File: src/rtl/lgcr_pkg.sv
// ----------------------------------------------------------------------------
// lgcr_pkg
// Types and constants for the lease gated control register block.
// ----------------------------------------------------------------------------
package lgcr_pkg;

  // Item kinds
  localparam logic [1:0] ReqControl  = 2'd0;
  localparam logic [1:0] ReqLeaseEnd = 2'd1;
  localparam logic [1:0] ReqAcquire  = 2'd2;
  localparam logic [1:0] ReqCleanup  = 2'd3;

  // Control request header
  localparam logic [7:0] ReqLength  = 8'd6;
  localparam logic [7:0] HdrByte0   = 8'h44;  // 'D'
  localparam logic [7:0] HdrByte1   = 8'h4D;  // 'M'
  localparam logic [7:0] HdrVersion = 8'd1;

  // Opcodes
  localparam logic [7:0] OpTelemetry  = 8'd1;
  localparam logic [7:0] OpFlagsSet   = 8'd2;
  localparam logic [7:0] OpFlagsClear = 8'd3;
  localparam logic [7:0] OpCacheInfo  = 8'd4;
  localparam logic [7:0] OpCacheSize  = 8'd5;

  // Status codes
  localparam logic [2:0] StOk          = 3'd0;
  localparam logic [2:0] StMalformed   = 3'd1;
  localparam logic [2:0] StUnsupported = 3'd2;
  localparam logic [2:0] StNoLease     = 3'd3;
  localparam logic [2:0] StAllocated   = 3'd4;
  localparam logic [2:0] StOutOfBudget = 3'd5;

  // Configuration register indexes
  localparam logic [1:0] CfgFlagMask = 2'd0;
  localparam logic [1:0] CfgCacheMin = 2'd1;
  localparam logic [1:0] CfgCacheMax = 2'd2;

  localparam logic [15:0] FlagMaskReset = 16'h8007;
  localparam logic [9:0]  CacheMinReset = 10'd64;
  localparam logic [9:0]  CacheMaxReset = 10'd160;

  // Flag bit that asks to keep the cache across a lease end
  localparam int unsigned FlagCacheKeepBit = 1;

  typedef struct packed {
    logic [1:0] req_type;
    logic [7:0] request_length;
    logic [7:0] byte_zero;
    logic [7:0] byte_one;
    logic [7:0] byte_two;
    logic [7:0] opcode_byte;
    logic [7:0] arg_low_byte;
    logic [7:0] arg_high_byte;
    logic       lease_held;
    logic       cache_allocated;
  } in_t;

  typedef struct packed {
    logic        reply_valid;
    logic [15:0] echo_tag;
    logic        crc_attach;
    logic [15:0] flags_now;
    logic [2:0]  status_now;
    logic [9:0]  cache_request_kib;
    logic        release_cache;
    logic        release_slots;
    logic        keep_latched_now;
  } out_t;

  typedef struct packed {
    logic [15:0] flags;
    logic [2:0]  status;
    logic [9:0]  cache_req;
    logic        settled;
    logic        keep;
  } regs_t;

  typedef struct packed {
    logic [15:0] flag_mask;
    logic [9:0]  cache_min;
    logic [9:0]  cache_max;
  } cfg_t;

endpackage

File: src/rtl/lease_gated_control_registers_top.sv
// ----------------------------------------------------------------------------
// lease_gated_control_registers_top
// Control request decoder and lease event handler with gated flag and
// cache-size registers.
// ----------------------------------------------------------------------------
//  channel   direction  handshake                   payload
//  in        input      in_valid_i / in_ready_o     in_data_i  (lgcr_pkg::in_t)
//  out       output     out_valid_o / out_ready_i   out_data_o (lgcr_pkg::out_t)
//  cfg       input      cfg_we_i                    cfg_idx_i, cfg_data_i
//
//  One transaction per cycle sustained while the output is not stalled; from input to result:
//  an input register, then decode and state update into the result register.
//  The state registers are updated as an item leaves the input register.
//  Reset clears the flags, status, size request, settled bit and keep latch,
//  and loads the configuration reset values. A stalled output holds both
//  stages; in_ready_o drops only when both stages are full and out is stalled.
// ----------------------------------------------------------------------------
module lease_gated_control_registers_top (
  input  logic            clk_i,
  input  logic            rst_ni,
  input  logic            in_valid_i,
  output logic            in_ready_o,
  input  lgcr_pkg::in_t   in_data_i,
  output logic            out_valid_o,
  input  logic            out_ready_i,
  output lgcr_pkg::out_t  out_data_o,
  input  logic            cfg_we_i,
  input  logic [1:0]      cfg_idx_i,
  input  logic [15:0]     cfg_data_i
);
  import lgcr_pkg::*;

  logic  in_valid_q;
  in_t   in_q;
  logic  out_valid_q;
  out_t  out_q;
  regs_t regs_q;
  regs_t regs_d;
  cfg_t  cfg_q;
  out_t  res;
  logic  out_free;
  logic  advance;

  assign out_free   = !out_valid_q || out_ready_i;
  assign advance    = in_valid_q && out_free;
  assign in_ready_o = !in_valid_q || out_free;

  lgcr_exec u_exec (
    .item_i (in_q),
    .cur_i  (regs_q),
    .cfg_i  (cfg_q),
    .nxt_o  (regs_d),
    .res_o  (res)
  );

  always_ff @(posedge clk_i or negedge rst_ni) begin
    if (!rst_ni) begin
      in_valid_q  <= 1'b0;
      out_valid_q <= 1'b0;
      regs_q      <= '0;
      cfg_q       <= '{flag_mask: FlagMaskReset, cache_min: CacheMinReset,
                       cache_max: CacheMaxReset};
    end else begin
      if (in_ready_o) begin
        in_valid_q <= in_valid_i;
      end
      if (out_free) begin
        out_valid_q <= in_valid_q;
      end
      if (advance) begin
        regs_q <= regs_d;
      end
      if (cfg_we_i) begin
        case (cfg_idx_i)
          CfgFlagMask: cfg_q.flag_mask <= cfg_data_i;
          CfgCacheMin: cfg_q.cache_min <= cfg_data_i[9:0];
          CfgCacheMax: cfg_q.cache_max <= cfg_data_i[9:0];
          default: ;
        endcase
      end
    end
  end

  always_ff @(posedge clk_i) begin
    if (in_ready_o && in_valid_i) begin
      in_q <= in_data_i;
    end
    if (advance) begin
      out_q <= res;
    end
  end

  assign out_valid_o = out_valid_q;
  assign out_data_o  = out_q;

`ifndef NO_ASSERTIONS
  // keep latch is only ever set while a lease is settled
  a_keep_needs_settled: assert property (@(posedge clk_i) disable iff (!rst_ni)
    regs_q.keep |-> regs_q.settled)
    else $error("keep latch set without settled lease");

  // slot release always comes with cleared flags and size request
  a_release_clears: assert property (@(posedge clk_i) disable iff (!rst_ni)
    (out_valid_q && out_q.release_slots) |->
      (out_q.flags_now == '0 && out_q.cache_request_kib == '0))
    else $error("slot release without cleared state");

  // no reply means no echoed id and no crc
  a_no_reply_quiet: assert property (@(posedge clk_i) disable iff (!rst_ni)
    (out_valid_q && !out_q.reply_valid) |->
      (out_q.echo_tag == '0 && !out_q.crc_attach))
    else $error("echo tag or crc without reply");

  // a cleanup leaves the lease unsettled and the latch clear
  a_cleanup_resets: assert property (@(posedge clk_i) disable iff (!rst_ni)
    (advance && in_q.req_type == ReqCleanup) |=> (!regs_q.settled && !regs_q.keep))
    else $error("cleanup did not clear lease state");

  // result register state matches the live registers after an update
  a_result_tracks_state: assert property (@(posedge clk_i) disable iff (!rst_ni)
    advance |=> (out_q.flags_now == regs_q.flags && out_q.status_now == regs_q.status))
    else $error("result does not match register state");
`endif

endmodule

File: src/rtl/lgcr_exec.sv
// ----------------------------------------------------------------------------
// lgcr_exec
// Decodes one item against the current register state and returns the next
// state together with the result transaction.
// ----------------------------------------------------------------------------
module lgcr_exec (
  input  lgcr_pkg::in_t   item_i,
  input  lgcr_pkg::regs_t cur_i,
  input  lgcr_pkg::cfg_t  cfg_i,
  output lgcr_pkg::regs_t nxt_o,
  output lgcr_pkg::out_t  res_o
);
  import lgcr_pkg::*;

  logic [15:0] arg;
  logic        hdr_ok;
  logic        keep_bit;
  logic        size_bad;
  regs_t       nxt;
  out_t        res;

  assign arg      = {item_i.arg_high_byte, item_i.arg_low_byte};
  assign hdr_ok   = (item_i.request_length == ReqLength) && (item_i.byte_zero == HdrByte0) &&
                    (item_i.byte_one == HdrByte1) && (item_i.byte_two == HdrVersion);
  assign keep_bit = cur_i.flags[FlagCacheKeepBit];
  assign size_bad = (arg < {6'd0, cfg_i.cache_min}) || (arg > {6'd0, cfg_i.cache_max});

  always_comb begin
    nxt = cur_i;
    res = '0;
    case (item_i.req_type)
      ReqControl: begin
        if (!hdr_ok) begin
          nxt.status = StMalformed;
        end else begin
          res.reply_valid = 1'b1;
          case (item_i.opcode_byte)
            OpTelemetry: begin
              res.echo_tag = arg;
            end
            OpCacheInfo: begin
              res.echo_tag   = arg;
              res.crc_attach = 1'b1;
            end
            OpFlagsSet: begin
              if (!item_i.lease_held) begin
                nxt.status = StNoLease;
              end else if ((arg & ~cfg_i.flag_mask) != '0) begin
                nxt.status = StUnsupported;
              end else begin
                nxt.flags  = arg;
                nxt.status = StOk;
              end
            end
            OpFlagsClear: begin
              nxt.flags  = '0;
              nxt.status = StOk;
            end
            OpCacheSize: begin
              if (!item_i.lease_held) begin
                nxt.status = StNoLease;
              end else if (size_bad) begin
                nxt.status = StOutOfBudget;
              end else if (item_i.cache_allocated) begin
                nxt.status = StAllocated;
              end else begin
                nxt.cache_req = arg[9:0];
                nxt.status    = StOk;
              end
            end
            default: begin
              nxt.status = StMalformed;
            end
          endcase
        end
      end
      ReqLeaseEnd: begin
        nxt.flags = '0;
        if (!cur_i.settled) begin
          nxt.settled       = 1'b1;
          nxt.keep          = keep_bit;
          nxt.cache_req     = '0;
          res.release_cache = !keep_bit;
          res.release_slots = 1'b1;
        end
      end
      ReqAcquire: begin
        // an unsettled lease takes the release decision from the current keep flag bit
        res.release_cache = cur_i.settled ? !cur_i.keep : !keep_bit;
        res.release_slots = 1'b1;
        nxt.flags         = '0;
        nxt.cache_req     = '0;
        nxt.settled       = 1'b0;
        nxt.keep          = 1'b0;
      end
      default: begin
        res.release_cache = 1'b1;
        res.release_slots = 1'b1;
        nxt.flags         = '0;
        nxt.cache_req     = '0;
        nxt.settled       = 1'b0;
        nxt.keep          = 1'b0;
      end
    endcase
    res.flags_now         = nxt.flags;
    res.status_now        = nxt.status;
    res.cache_request_kib = nxt.cache_req;
    res.keep_latched_now  = nxt.keep;
  end

  assign nxt_o = nxt;
  assign res_o = res;

endmodule
File: config.mk
export PLATFORM = sky130hd
export DESIGN_NAME = lease_gated_control_registers_top
export DESIGN_NICKNAME = d
export VERILOG_FILES = /design/src/rtl/lgcr_pkg.sv /design/src/rtl/lease_gated_control_registers_top.sv /design/src/rtl/lgcr_exec.sv
export SDC_FILE = /design/constraint.sdc
export NUM_CORES = 1
export LEC_CHECK = 0
export BUFFER_PORTS_ARGS = -buffer_cell sky130_fd_sc_hd__buf_4
export CORE_MARGIN = 3
export CORE_UTILIZATION = 40
export CTS_CLUSTER_DIAMETER = 150
export CTS_CLUSTER_SIZE = 40
export DETAILED_ROUTE_END_ITERATION = 16
export PLACE_DENSITY = 0.57
export SYNTH_ARGS = -nofsm -noshare
export SYNTH_HDL_FRONTEND = slang
export SYNTH_SLANG_ARGS = --single-unit
File: constraint.sdc
create_clock -name clk_i -period 4.28 [get_ports clk_i]
set_input_delay 0.428 -clock clk_i [delete_from_list [all_inputs] [get_ports clk_i]]
set_output_delay 0.428 -clock clk_i [all_outputs]
set_load 0.05 [all_outputs]
==> impl_metrics.yaml, run 1 <==
run_status:
  outcome: "finished, final reports clean"
finish:
  n_antenna_cell: 0
  num-fill-cells: 1593
  fin_nets: 810
  drive_gt1_frac: 0.307
  final_area_um2: 9410
  final_common_cell: "buf_4"
  layout_common_cells: "140 x buf_4, 110 x edfxtp_1, 62 x dfrtp_1"
  area_delta_synth_final_pct: 23.3
timing:
  fmax_ghz: 0.323
  setup_ws_ns: 1.18
  hold_viol: 0
  finalCriticalPeriod_ns: 3.10
  finalSetupViolCount: 0
  skew_ns: 0.00790
  slew_violations: 0
  finalCritPeriodShare: 0.724
  max_slew_margin: 0.200
  rsz0062_at_grt: "no"
  tns_ns: 0
  worstMarginPinSlew_ns: 1.19
placed_design:
  dp_worst_setup_slack_ns: 1.21
  io_buffers: 134
  dpl_cell_area_um2: 8890
  place_congestion: 0.828
  dp_hpwl_mm: 13.3
yosys:
  synth_area_um2: 7630
  synth_largest_area_cell: "edfxtp_1"
  synth_top_area_share: 0.433
  ys_seq_area_frac: 0.660
  synth-edff-count: 110
  synth.lib_cells_used.distinct: 61
  syn-num-nets: 672
  yosys_most_used_dff: "edfxtp_1"
  ys_top_cells_by_area: "edfxtp_1 43%, dfrtp_1 20%, mux2_2 5.3%, ha_1 3.1%, inv_1 2.6%"
  syn_inst: 570
  ys_async_sr_fraction: 0.385
  ys_ff_latch: 179
  ys.warnings.count: 0
  syn_area_per_cell_um2: 13.4
drt:
  drt_first_pass_iters: 5
  post-route-drc-count: 0
  ant_nets: 0
  vias: 5115
  post_drt_wl_per_cell_um: 19.3
  drt_wl_total_mm: 18.3
  vias_per_cell: 5.38
  drtIter0Drc: 606
worst_setup_path:
  r2r-start: "in_q[3]$_DFFE_PP_"
  criticalPathCategory: "reg -> reg"
  crit_required_ns: 4.55
  startpoint_type: "register"
  crit_fanout: 16
  crit_path_end_kind: "register"
  worstSetupStartpoint: "in_q[3]$_DFFE_PP_"
  r2r_setup_slack_ns: 1.18
  arrival_ns: 3.37
clock_tree:
  clockRootBuffer: "clkbuf_16"
  cts_tree: "done"
  cts.sinks: 179
  cts_buffer_depth: 2
  post_cts_buffers: 0
  cts_hold_buffers: 0
  cts.clk_slew.worst_paths_ns: 0.06
  numCtsBuffers: 17
  cts_resized: 0
  clock_latency_ns: 0.43
  h-tree-depth: 4
floorplanning:
  die-height_um: 144
  initial_core_util: 0.416
  die_w_um: 144
  num_rows: 49
  coreArea_um2: 18300
  ios: 135
  dieArea_um2: 20800
grt:
  grt_antenna_before_repair: 0
  grt_pass1_vias: 5178
  overflow: 0
  grt_pass1_wl_mm: 28.3
  grt_max_degree: 70
  grtUsageTotal: 0.180
power:
  p_per_area_nw_per_um2: 428
  leakagePower_nw: 3.77
  power_mw: 4.03
  ir_drop_mv: 0.306
worst_hold_path:
  hold_class: "in -> async"
flow_run:
  drv_cap: 0
## where the power goes
group          total [mW]  switching (mW)  internal (mW)
sequential           2.07          0.0764           2.00
combinational       0.532           0.321          0.211
clock                1.43           0.617          0.813
total                4.03            1.01           3.02
## through the flow
step | util | hold WS (ns) | instances
6_report | 0.514 | 0.139 | 950
4_1_cts | 0.514 | 0.158 | 950
3_3_place_gp | 0.485 | 0.467 | 918
2_1_floorplan | - | 0.132 | 570
3_5_place_dp | 0.485 | 0.484 | 918
5_1_grt | 0.514 | 0.148 | 950
## flip-flops by register name, summed over array words and instances (netlist names)
register and count:
in_q 60, regs_q 31, cfg_q 36, out_data_o 50, out_valid_o 1, in_valid_q 1
## synth_stat cells (all sizes together), types with 3 or more instances
library cell,count
a22o,8
o31ai,13
dfrtp,62
a221oi,9
nand2,34
clkbuf,14
nor2b,3
nor3,15
nor4,10
or3,4
nand4,4
a31oi,10
o22ai,10
mux2,36
nand2b,16
buf,7
nor4b,6
ha,19
o2111ai,5
o21ai,30
inv,53
nand3,3
nand3b,4
and2,7
dfstp,7
or4,6
edfxtp,110
nor2,10
a21oi,28
## per-layer routing
layer / routed length (um) / up-vias / global-route usage
met5: 0 / - / 0
met4: 253 / 0 / 0.0589
met3: 865 / 21 / 0.0334
met2: 9250 / 161 / 0.294
met1: 7950 / 2512 / 0.244
li1: - / 2421 / -
## logic make-up (layout without fill, tap and decap cells)
family	Yosys count	in the layout	synth area share
AOI/OAI and AO/OA	129	129	0.112
xor gates and xnor gates	1	1	0.00115
adders and majority gates	20	20	0.0325
buffers and inverters	74	225	0.0379
DFF	179	179	0.660
muxes	37	37	0.0544
and+or+nand+nor	130	130	0.102
## path summary, 6_finish.rpt
kind	endpoint	cells past startpoint
max in group asynchronous	regs_q[7]$_DFFE_PN0P_	1
max reg2reg	out_data_o[11]$_DFFE_PP_	7
min reg2reg	regs_q[13]$_DFFE_PN0P_	2
min in group clk_i	in_q[31]$_DFFE_PP_	1
max	out_data_o[11]$_DFFE_PP_	7
min	cfg_q[4]$_DFFE_PN0P_	1
## critical path, cell delays in order, from the launching register on
cell and delay (ns):
edfxtp_1 0.43, ha_1 0.34, a21o_1 0.18, a41o_1 0.20, or4_1 0.39, o22a_1 0.41
or4_1 0.79, o22ai_1 0.20
## area by class of cell
class	instances	area [um2]	area share
inverter	53	199	0.0211
clock inverter	6	58.8	0.00625
tap	229	287	0.0304
clock buffer	26	469	0.0498
sequential	179	5040	0.535
timing repair buffer	140	1050	0.112
multi-input combinational	317	2310	0.245
No activity file was read; power rests on OpenSTA's default activity.
==> run 2: changes to the inputs <==
Settings changed: ABC_AREA set to 1.
Clock period 4.28 ns to 3.07 ns, I/O delays scaled along.
==> run 2 against run 1 <==
Net effect:
- critical path depth increased by 8
- first-iteration DRC count decreased by 45%
- clock power increased by 59%
- largest power group unchanged
==> impl_metrics.yaml, run 2 <==
clock_tree:
  h-tree-depth: 4
  cts_buffer_depth: 2
  numCtsBuffers: 17
  clockRootBuffer: "clkbuf_16"
  clock_latency_ns: 0.44
  cts_resized: 0
  post_cts_buffers: 0
  cts.sinks: 179
  cts_tree: "done"
  cts.clk_slew.worst_paths_ns: 0.07
  cts_hold_buffers: 0
worst_setup_path:
  r2r_setup_slack_ns: 0.80
  crit_path_top_delay_cell: "edfxtp_1"
  crit_required_ns: 3.26
  reg2reg_depth: 15
  crit_top_cell: "nand2_1"
  crit_fanout: 9
  crit_path_end_kind: "register"
  critPathMaxStageDelay_ns: 0.51
  r2r-end: "out_data_o[6]$_DFFE_PP_"
  path_cells: "ha_1 -> nand2_1 -> inv_1 -> nand2_1 -> nand2_1 -> nand2_1 -> nand2_1 -> nand2_1 -> nand2_1 -> nand2_1 -> nand2_4 -> nor2_8 -> nand3_1 -> nand3_1 -> nand2_2"
  criticalPathCategory: "reg -> reg"
  arrival_ns: 2.46
  r2r-start: "in_q[13]$_DFFE_PP_"
  startpoint_type: "register"
timing:
  skew_ns: 0.00941
  hold_viol: 0
  hold_ws_ns: 0.000174
  finalSetupViolCount: 0
  finalCriticalPeriod_ns: 2.27
  slew_violations: 0
  finalCritPeriodShare: 0.740
  fmax_ghz: 0.440
  max_slew_margin: 0.359
  tns_ns: 0
  rsz0062_at_grt: "no"
  worstMarginPinSlew_ns: 0.962
grt:
  grt_pass1_wl_mm: 29.3
  overflow: 0
  grt_pass1_vias: 5431
  grt_antenna_before_repair: 0
  grtUsageTotal: 0.174
  grt_max_degree: 81
yosys:
  ys_top_cells_by_area: "edfxtp_1 41%, dfrtp_1 19%, nand2_1 8.1%, inv_1 6.4%, o21ai_0 3.9%"
  syn_area_per_cell_um2: 10.2
  ys_async_sr_fraction: 0.385
  ys_ff_latch: 179
  synth_top_area_share: 0.412
  synth_largest_area_cell: "edfxtp_1"
  synth.most_common_cell: "nand2_1"
  syn-num-nets: 890
  synth.lib_cells_used.distinct: 43
  ys.warnings.count: 0
  synth_commonest_cells: "173 x nand2_1, 137 x inv_1, 110 x edfxtp_1"
  synth-edff-count: 110
  syn_inst: 788
  yosys_most_used_dff: "edfxtp_1"
  synth_area_um2: 8020
  ys_seq_area_frac: 0.628
drt:
  vias_per_cell: 4.70
  post-route-drc-count: 0
  post_drt_wl_per_cell_um: 15.2
  drt_wl_total_mm: 18.3
  ant_nets: 0
  drtIter0Drc: 335
  vias: 5655
  drt_first_pass_iters: 4
placed_design:
  dp_hpwl_mm: 13.0
  placed_cells: 1171
  io_buffers: 134
  dpl_cell_area_um2: 9320
  place_congestion: 0.777
finish:
  layout_common_cells: "173 x nand2_1, 139 x buf_4, 135 x inv_1"
  drive_gt1_frac: 0.231
  largest_reg_flops: 60
  final_area_um2: 9940
  n_antenna_cell: 0
  final_common_cell: "nand2_1"
  fin_cells: 1203
  fin_nets: 1027
  largest_register: "in_q"
  area_delta_synth_final_pct: 24.0
floorplanning:
  die_w_um: 148
  initial_core_util: 0.409
  ios: 135
  die-height_um: 148
  coreArea_um2: 19600
  dieArea_um2: 21800
  num_rows: 51
flow_run:
  drv_cap: 0
power:
  p_per_area_nw_per_um2: 628
  leakagePower_nw: 4.61
  ir_drop_mv: 0.382
worst_hold_path:
  hold_class: "in -> async"
run_status:
  outcome: "finished, final reports clean"
[run 2: worst max-delay path: cells and delay by family, from the launching register on]
kind / cells / cell delay [ns]
simple gates: 13 / 1.11
buf+inv: 1 / 0.04
fa+ha+maj: 1 / 0.35
flops: 1 / 0.51
[run 2: layer usage]
metal | routed length (um) | track usage | part of all wire
met1 | 8900 | 0.252 | 0.49
met2 | 8190 | 0.265 | 0.45
met3 | 820 | 0.0343 | 0.045
met4 | 341 | 0.0545 | 0.019
met5 | 0 | 0 | 0
[run 2: cell families after synthesis]
kind of cell             synth area share
buffers and inverters              0.0780
AND/OR/NAND/NOR                     0.182
adder cells (fa/ha/maj)            0.0296
flip-flops                          0.628
multiplexers                      0.00421
AO/OA/AOI/OAI                      0.0779
[run 2: cell type report]
| cell class | count | area, um2 |
|---|---|---|
| Fill cell | 1828 | 9650 |
| Tap cell | 265 | 332 |
| Clock buffer | 17 | 425 |
| Sequential cell | 179 | 5040 |
| Multi-Input combinational cell | 446 | 2360 |
| Timing Repair Buffer | 140 | 1060 |
| Clock inverter | 15 | 195 |
| Inverter | 141 | 529 |
[run 2: per-stage QoR]
| step | power, mW | setup slack, ns | utilization |
|---|---|---|---|
| 6_report | 6.25 | 0.799 | 0.507 |
| 5_1_grt | 6.54 | 0.506 | 0.507 |
| 4_1_cts | 6.31 | 0.784 | 0.507 |
| 3_5_place_dp | 4.05 | 0.789 | 0.476 |
| 3_3_place_gp | 4.04 | 0.807 | 0.476 |
| 2_1_floorplan | 3.65 | 0.233 | - |
[run 2: how the worst max path moves through the flow]
stage / cells past startpoint / start / to / slack [ns]
finish: 15 / in_q[13]$_DFFE_PP_ / out_data_o[6]$_DFFE_PP_ / 0.80
global route: 15 / in_q[13]$_DFFE_PP_ / out_data_o[6]$_DFFE_PP_ / 0.51
CTS: 15 / in_q[13]$_DFFE_PP_ / out_data_o[6]$_DFFE_PP_ / 0.78
detailed placement: 15 / in_q[13]$_DFFE_PP_ / out_data_o[6]$_DFFE_PP_ / 0.79
global placement: 13 / in_q[13]$_DFFE_PP_ / out_data_o[6]$_DFFE_PP_ / 0.81
floorplan: 3 / out_valid_o$_DFFE_PN0P_ / in_q[0]$_DFFE_PP_ / 0.23
[run 2: where the power goes]
group | leakage [nW] | switching [mW] | total [mW] | internal, mW
Combinational | 2.35 | 0.686 | 1.01 | 0.320
Sequential | 1.96 | 0.130 | 2.98 | 2.85
Clock | 0.300 | 1.02 | 2.27 | 1.24
